`config.mk`:
```
export PLATFORM = sky130hd
export DESIGN_NAME = elci_ctrl
export DESIGN_NICKNAME = d
export VERILOG_FILES = /design/src/rtl/elci_pkg.sv /design/src/rtl/elci_ctrl.sv
export SDC_FILE = /design/constraint.sdc
export NUM_CORES = 1
export LEC_CHECK = 0
export BUFFER_PORTS_ARGS = -buffer_cell sky130_fd_sc_hd__buf_2
export CELL_PAD_IN_SITES_DETAIL_PLACEMENT = 1
export CELL_PAD_IN_SITES_GLOBAL_PLACEMENT = 1
export CORE_MARGIN = 4
export CORE_UTILIZATION = 28
export DETAILED_ROUTE_END_ITERATION = 8
export GPL_TIMING_DRIVEN = 0
export PLACE_DENSITY = 0.84
export RECOVER_POWER = 100
export SKIP_CTS_REPAIR_TIMING = 1
export SYNTH_ARGS = -nofsm -noshare
export SYNTH_HDL_FRONTEND = slang
export SYNTH_SLANG_ARGS = --single-unit
```
`constraint.sdc`:
```
create_clock -name clock -period 1.8 [get_ports clock]
set_clock_uncertainty 0.1 [all_clocks]
set_input_delay 0.09 -clock clock [delete_from_list [all_inputs] [get_ports clock]]
set_output_delay 0.09 -clock clock [all_outputs]
set_load 0.01 [all_outputs]
```
`src/rtl/elci_pkg.sv`:
```
// Shared types and constants for the edge list to CSR incidence builder.
// Used by the channel interfaces, the controller, the datapath and the top level.
`timescale 1ns / 1ps

package elci_pkg;

   // Fixed field widths of the channels and the row count register
   localparam int OP_W     = 3;
   localparam int END_W    = 10;
   localparam int IDX_W    = 12;
   localparam int VAL_W    = 13;
   localparam int STS_W    = 2;
   localparam int ROWCNT_W = 11;

   localparam logic [ROWCNT_W-1:0] ROWCNT_RESET = 11'd1024;

   // Command codes carried in the op field
   typedef enum logic [OP_W-1:0] {
      OP_CLEAR    = 3'd0,
      OP_ADD      = 3'd1,
      OP_BUILD    = 3'd2,
      OP_READ_OFF = 3'd3,
      OP_READ_INC = 3'd4
   } op_type;

   // Result status codes
   typedef enum logic [STS_W-1:0] {
      STS_OK      = 2'd0,
      STS_RANGE   = 2'd1,
      STS_FULL    = 2'd2,
      STS_INVALID = 2'd3
   } sts_type;

   // Source of the result value
   typedef enum logic [1:0] {
      VSEL_ZERO,
      VSEL_OFFSET,
      VSEL_INCID
   } vsel_type;

   // Which endpoint of the current edge is being worked on
   typedef enum logic {
      END_A,
      END_B
   } end_type;

   // Controller states
   typedef enum logic [4:0] {
      ST_IDLE,
      ST_EMIT,
      ST_CLEAR,
      ST_CNT_EDGE,
      ST_CNT_RD_A,
      ST_CNT_WR_A,
      ST_CNT_RD_B,
      ST_CNT_WR_B,
      ST_PRE_RD,
      ST_PRE_WR,
      ST_SCT_EDGE,
      ST_SCT_RD_A,
      ST_SCT_WR_A,
      ST_SCT_RD_B,
      ST_SCT_WR_B
   } state_type;

   // Commands from the controller to the datapath
   typedef struct packed {
      logic     clear_store;
      logic     add_edge;
      logic     mark_bad;
      logic     set_built;
      logic     clr_built;
      logic     read_off;
      logic     read_inc;
      logic     walk_rst;
      logic     walk_inc;
      logic     off_zero;
      logic     edge_rd;
      end_type  end_sel;
      logic     cnt_rd;
      logic     cnt_wr;
      logic     pre_rd;
      logic     pre_wr;
      logic     sct_rd;
      logic     sct_wr;
      logic     res_load;
      sts_type  res_status;
      vsel_type res_sel;
      logic     out_load;
   } cmd_type;

   // Status from the datapath to the controller
   typedef struct packed {
      logic store_full;
      logic add_out_of_range;
      logic edge_out_of_range;
      logic off_idx_ok;
      logic inc_idx_ok;
      logic bad_seen;
      logic walk_at_rows;
      logic walk_at_edges;
   } stat_type;

endpackage

```
`src/rtl/elci_ctrl.sv`:
```
// Controller of the incidence builder: command decode, build sequencing and
// the response valid flag. Uses elci_pkg for states, codes and the command structs.
`timescale 1ns / 1ps

module elci_ctrl (
   input  logic                        clock,
   input  logic                        reset,
   input  logic                        req_valid,
   input  logic [elci_pkg::OP_W-1:0]   req_op,
   output logic                        req_ready,
   input  logic                        rsp_ready,
   output logic                        rsp_valid,
   input  elci_pkg::stat_type          stat,
   output elci_pkg::cmd_type           cmd
);
   import elci_pkg::*;

   state_type state_ff, state_in;
   logic      rsp_valid_ff, rsp_valid_in;
   logic      out_free;

   assign out_free  = !rsp_valid_ff || rsp_ready;
   assign rsp_valid = rsp_valid_ff;

   // Next state and commands
   always_comb begin
      state_in     = state_ff;
      cmd          = '0;
      req_ready    = (state_ff == ST_IDLE);
      rsp_valid_in = rsp_valid_ff && !rsp_ready;

      unique case (state_ff)
         ST_IDLE: begin
            if (req_valid) begin
               state_in      = ST_EMIT;
               cmd.res_load  = 1'b1;
               cmd.res_status = STS_OK;
               cmd.res_sel   = VSEL_ZERO;
               unique case (op_type'(req_op))
                  OP_CLEAR: begin
                     cmd.clear_store = 1'b1;
                  end
                  OP_ADD: begin
                     if (stat.store_full) begin
                        cmd.mark_bad   = 1'b1;
                        cmd.res_status = STS_FULL;
                     end else if (stat.add_out_of_range) begin
                        cmd.mark_bad   = 1'b1;
                        cmd.res_status = STS_RANGE;
                     end else begin
                        cmd.add_edge = 1'b1;
                     end
                  end
                  OP_BUILD: begin
                     cmd.clr_built = 1'b1;
                     if (stat.bad_seen) begin
                        cmd.res_status = STS_INVALID;
                     end else begin
                        // start the clear sweep of the offsets
                        cmd.res_load = 1'b0;
                        cmd.walk_rst = 1'b1;
                        state_in     = ST_CLEAR;
                     end
                  end
                  OP_READ_OFF: begin
                     if (stat.off_idx_ok) begin
                        cmd.read_off = 1'b1;
                        cmd.res_sel  = VSEL_OFFSET;
                     end else begin
                        cmd.res_status = STS_INVALID;
                     end
                  end
                  OP_READ_INC: begin
                     if (stat.inc_idx_ok) begin
                        cmd.read_inc = 1'b1;
                        cmd.res_sel  = VSEL_INCID;
                     end else begin
                        cmd.res_status = STS_INVALID;
                     end
                  end
                  default: begin
                  end
               endcase
            end
         end

         // hold the result until the output register frees up
         ST_EMIT: begin
            if (out_free) begin
               cmd.out_load = 1'b1;
               rsp_valid_in = 1'b1;
               state_in     = ST_IDLE;
            end
         end

         // zero offsets 0..rows
         ST_CLEAR: begin
            cmd.off_zero = 1'b1;
            if (stat.walk_at_rows) begin
               cmd.walk_rst = 1'b1;
               state_in     = ST_CNT_EDGE;
            end else begin
               cmd.walk_inc = 1'b1;
            end
         end

         // count incidences per row, checking each stored edge against rows
         ST_CNT_EDGE: begin
            if (stat.walk_at_edges) begin
               cmd.walk_rst = 1'b1;
               state_in     = ST_PRE_RD;
            end else begin
               cmd.edge_rd = 1'b1;
               state_in    = ST_CNT_RD_A;
            end
         end
         ST_CNT_RD_A: begin
            if (stat.edge_out_of_range) begin
               cmd.res_load   = 1'b1;
               cmd.res_status = STS_RANGE;
               cmd.res_sel    = VSEL_ZERO;
               state_in       = ST_EMIT;
            end else begin
               cmd.end_sel = END_A;
               cmd.cnt_rd  = 1'b1;
               state_in    = ST_CNT_WR_A;
            end
         end
         ST_CNT_WR_A: begin
            cmd.end_sel = END_A;
            cmd.cnt_wr  = 1'b1;
            state_in    = ST_CNT_RD_B;
         end
         ST_CNT_RD_B: begin
            cmd.end_sel = END_B;
            cmd.cnt_rd  = 1'b1;
            state_in    = ST_CNT_WR_B;
         end
         ST_CNT_WR_B: begin
            cmd.end_sel  = END_B;
            cmd.cnt_wr   = 1'b1;
            cmd.walk_inc = 1'b1;
            state_in     = ST_CNT_EDGE;
         end

         // running sum over the counts, seeding the cursors
         ST_PRE_RD: begin
            if (stat.walk_at_rows) begin
               cmd.walk_rst = 1'b1;
               state_in     = ST_SCT_EDGE;
            end else begin
               cmd.pre_rd = 1'b1;
               state_in   = ST_PRE_WR;
            end
         end
         ST_PRE_WR: begin
            cmd.pre_wr   = 1'b1;
            cmd.walk_inc = 1'b1;
            state_in     = ST_PRE_RD;
         end

         // scatter edge numbers in ascending edge order
         ST_SCT_EDGE: begin
            if (stat.walk_at_edges) begin
               cmd.set_built  = 1'b1;
               cmd.res_load   = 1'b1;
               cmd.res_status = STS_OK;
               cmd.res_sel    = VSEL_ZERO;
               state_in       = ST_EMIT;
            end else begin
               cmd.edge_rd = 1'b1;
               state_in    = ST_SCT_RD_A;
            end
         end
         ST_SCT_RD_A: begin
            cmd.end_sel = END_A;
            cmd.sct_rd  = 1'b1;
            state_in    = ST_SCT_WR_A;
         end
         ST_SCT_WR_A: begin
            cmd.end_sel = END_A;
            cmd.sct_wr  = 1'b1;
            state_in    = ST_SCT_RD_B;
         end
         ST_SCT_RD_B: begin
            cmd.end_sel = END_B;
            cmd.sct_rd  = 1'b1;
            state_in    = ST_SCT_WR_B;
         end
         ST_SCT_WR_B: begin
            cmd.end_sel  = END_B;
            cmd.sct_wr   = 1'b1;
            cmd.walk_inc = 1'b1;
            state_in     = ST_SCT_EDGE;
         end

         default: begin
            state_in = ST_IDLE;
         end
      endcase
   end

   // State register
   always_ff @(posedge clock) begin
      if (reset) begin
         state_ff     <= ST_IDLE;
         rsp_valid_ff <= 1'b0;
      end else begin
         state_ff     <= state_in;
         rsp_valid_ff <= rsp_valid_in;
      end
   end

endmodule

```
==> Word-level counts from Yosys, hierarchy flattened <==
Index checks and enable logic that the tools add are counted.
Widths: inputs -> output; s select.
{ "classes": {"eq_ne": 21, "reduce_logical": 14, "mux": 63} }
{ "ops": {"columns": ["op", "n"], "rows": [
  ["$pmux 5 s15", 1],
  ["$eq 5x4->1 const B", 7],
  ["$mux 1", 33],
  ["$mux 5", 6],
  ["$eq 5x3->1 const B", 4],
  ["$mux 2", 9],
  ["$pmux 5 s3", 1],
  ["$mux 3", 4],
  ["$mux 4", 3],
  ["$eq 5x2->1 const B", 2],
  ["$reduce_or 2->1", 5],
  ["$pmux 2 s4", 1],
  ["$eq 3x2->1 const B", 2],
  ["$ne 2x2->1 const B", 3],
  ["$pmux 1 s2", 3],
  ["$eq 5x1->1 const B", 1],
  ["$logic_not 5->1", 1],
  ["$pmux 2 s2", 1],
  ["$reduce_or 4->1", 1],
  ["$eq 3x1->1 const B", 1],
  ["$eq 3x3->1 const B", 1],
  ["$logic_not 3->1", 1],
  ["$pmux 1 s3", 1],
  ["$reduce_and 3->1", 1],
  ["other kinds (4)", 5]
]} }
{ "word_totals": {"regBits": 6, "in_bits": 15} }

==> Logic depth before layout (Yosys ltp) <==
{ "depth": {"ltp_word": 5, "mapped_depth": 5, "mapped_depth_nobuf": 4} }

==> Least setup slack after synthesis <==
Ideal clock, no wire load.
{ "synth_path": {"path_type": "flip-flop to output port", "from": "reg state_ff[0]", "to": "out cmd[22] (netlist name)", "path_slack_ns": 0.059, "path_stages_with_launch": 5, "t_arrival_ns": 1.551, "path_cell_list": "dfxtp_1 -> nor4_4 -> nand2_4 -> or4b_4 -> nor3_2"} }
{ "synth_lines": {"columns": ["item", "line", "rtl"], "rows": [
  ["start: declaration", "elci_ctrl.sv:18", "state_type state_ff, state_in;"],
  ["start signal: assignment", "elci_ctrl.sv:209", "state_ff <= state_in;"],
  ["end: declaration", "elci_ctrl.sv:14", "output elci_pkg::cmd_type cmd"]
]} }

==> results by group <==
Worst setup path
  – Worst R2R Path Depth: 4
  – WP data arrival: 1.85 ns
  – Worst path max stage delay: 0.51 ns
  – CP max FO: 6
  – WP data required: 1.61 ns
  – R2r setup slk: 0.25 ns
  – Crit path buffers/inverters: 1
  – Crit path launch type: flip-flop
  – Levels on crit path: 5
  – Cell Chain, Critical Path: nor4_4 > nand2_4 > or4b_4 > nor3_2 > buf_2
  – R2r endpoint: state_ff[0]
  – Crit path max-delay family: simple AND/OR/NAND/NOR gates
  – Origin of the worst setup path: state_ff[1]
  – CP Class: reg -> out
  – CP max stage cell: or4b_4
  – Launch point of the worst reg-to-reg path: state_ff[0]
  – CP Capture Type: primary output
  – Worst setup path end: cmd[22]

Clock tree
  – Reg clk slew, reported paths: 0.04 ns
  – H-tree levels: 1
  – CTS sink count: 5
  – Clk_lat worst skew: 0.23 ns
  – CTS Buffer Depth: 2
  – Root Driver: clkbuf_4
  – Total CTS buffers: 3
  – CTS tree: built

Pwr
  – Clock share of power: 29.7%
  – Pint: 0.000276 W
  – Switch share: 33.7%
  – Maximum vdd ir drop: 0.304 mV
  – Leakage: 0.481 nW
  – Sw power: 0.000140 W
  – Sequential power share: 28.7%
  – Gate power share: 41.6%
  – Power Dens Cells: 378 nW/µm²

Finish
  – Synth-to-Final Area Change: 50.4%
  – Share of layout cells above drive strength 1: 44.7%
  – Fin util: 44.4%
  – Layout Nets: 175
  – Fin area: 1100 µm²
  – # diodes: 0
  – Filler instances: 345

Floorplanning
  – Row count: 18
  – Core Region: 2480 µm²
  – DIE HEIGHT: 59.1 µm
  – Die width: 59.1 µm
  – Initial core utilization: 29.5%
  – I/O pin cnt: 41
  – Die ar.: 3500 µm²

Min path
  – Min-delay worst type: in -> reg
  – Hold path depth: 2

Timing
  – RSZ-0062 raised after global routing: yes
  – FMAX: 491 MHz
  – Slew of the pin with the lowest slew margin: 0.470 ns
  – Relative slew slack: 68.6%
  – Final worst-path cycle share: 113%
  – Final WS setup: -0.237 ns
  – Hold Slack: -0.00606 ns
  – Slew Viols, Final: 0
  – Final setup viols: 5
  – Fin. Hold Viols: 1
  – Tmin final: 2.04 ns

Global routing
  – Largest net degree at the start of global routing: 11
  – All-Layer GR Usage: 14.9%
  – Grt total ovfl: 0
  – Vias in the first global route: 961
  – Initial antenna violation count: 0
  – Global-route wire length before repair: 4220 µm

Logic synthesis
  – Number of synthesized flops with an enable pin: 0
  – Mapped cell area: 732 µm²
  – Yosys reg bits: 5
  – Cell variety after synth: 42
  – Syn_nets: 124
  – Register area share after synthesis: 13.7%
  – Syn Inst Count: 109
  – Top_reg_cell synth: dfxtp_1
  – Ys async rst share: 0%
  – Syn Area/Cell: 6.72 µm²
  – Synth Warn #: 0

Placement
  – GP Congestion: 0.801
  – Placement-stage cell area: 965 µm²
  – Post-Place Worst Slack: -0.0184 ns
  – HPWL Detailed: 2080 µm
  – Buffers on Ports: 39

Drt
  – DR pass1 iterations: 4
  – 1st-iter DRT viols: 25
  – Post-Route WL: 2770 µm
  – DRC viols: 0
  – Routed vias: 1040
  – ANT nets after route: 0
  – Vias per Instance: 5.50
  – Avg WL per Cell: 14.7 µm

Job
  – # Max-Cap Violations: 0

Status
  – Status: complete, but fails checks
  – Failing checks: hold timing, setup timing
-- layout by cell type (no fill, tap or decap), types with 2 or more instances in the layout --
cell type,n
nor3_2,2
nor4_2,2
a31oi_1,2
clkbuf_2,2
clkbuf_1,5
dfxtp_1,2
a211oi_1,2
nor3_1,6
clkbuf_4,4
o22ai_1,2
nor2_1,13
nor2b_1,3
buf_4,8
nand2_1,11
a32o_1,2
dfxtp_2,2
nand2b_1,9
a21oi_1,9
nor4_1,2
o22ai_2,2
buf_2,39
-- stage by stage --
stage                     TNS (ns)  instances  hold WS [ns]  total power, W
after floorplan                  0        109        0.0591        0.000209
after global placement    -0.00502        178         0.227        0.000260
after detailed placement   -0.0184        178         0.233        0.000266
after CTS                    -1.29        182       -0.0203        0.000395
after global routing         -1.37        189        0.0116        0.000444
final                       -0.542        189      -0.00606        0.000416
-- per-layer routing --
| metal | wire, µm | global-route usage, % | up-vias |
|---|---|---|---|
| met4 | 6 | 3.88 | 0 |
| met5 | 0 | 0 | - |
| met2 | 1390 | 27.0 | 20 |
| met1 | 1280 | 19.1 | 507 |
| met3 | 96 | 0.871 | 2 |
| li1 | - | - | 511 |
-- cells by family (layout without fill, tap and decap cells) --
group	count (synthesis)	after routing	synth area share, %
flops	5	5	13.7
xor+xnor	1	1	1.20
simple gates	63	63	50.9
mux	1	1	1.37
buf+inv	10	60	5.47
compound gates	29	29	27.4
-- cells in the mapped netlist, drive strengths merged, types with 2 or more instances --
| master | number | area (µm²) |
|---|---|---|
| nor2 | 14 | 52.6 |
| nand2 | 12 | 52.6 |
| a21oi | 9 | 45.0 |
| nand2b | 9 | 56.3 |
| nor3 | 9 | 50.1 |
| clkbuf | 5 | 18.8 |
| dfxtp | 5 | 100 |
| nor4 | 5 | 46.3 |
| o22ai | 4 | 25.0 |
| buf | 3 | 13.8 |
| nor2b | 3 | 18.8 |
| a211oi | 2 | 15.0 |
| a31oi | 2 | 12.5 |
| a32o | 2 | 20.0 |
| inv | 2 | 7.51 |
| nor4b | 2 | 23.8 |
-- registers in the layout (all words and copies together), names as in the netlist --
register	cells
rsp_valid	1
state_ff	4
-- worst min path at each step --
stage                     slack, ns   from         to
after floorplan                0.06  reset  rsp_valid
final                        -0.006  reset  rsp_valid
after global routing           0.01  reset  rsp_valid
after global placement         0.23  reset  rsp_valid
after CTS                     -0.02  reset  rsp_valid
after detailed placement       0.23  reset  rsp_valid
-- power groups by stage --
| stage | clock [W] | combinational (W) | sequential, W |
|---|---|---|---|
| 2_1_floorplan | 0 | 0.0000866 | 0.000122 |
| 3_3_place_gp | 0 | 0.000138 | 0.000122 |
| 3_5_place_dp | 0 | 0.000143 | 0.000123 |
| 4_1_cts | 0.000130 | 0.000144 | 0.000121 |
| 5_1_grt | 0.000132 | 0.000191 | 0.000120 |
| 6_report | 0.000124 | 0.000173 | 0.000119 |
-- cell type report --
cell class | count | area (µm²) | area share [%]
tap | 30 | 37.5 | 3.41
inverter | 2 | 7.51 | 0.682
clock buffer | 4 | 26.3 | 2.39
sequential | 5 | 106 | 9.66
buffer | 8 | 41.3 | 3.75
multi-input combinational | 94 | 636 | 57.7
timing repair buffer | 46 | 246 | 22.4
Power figures use the tool's default switching activity.
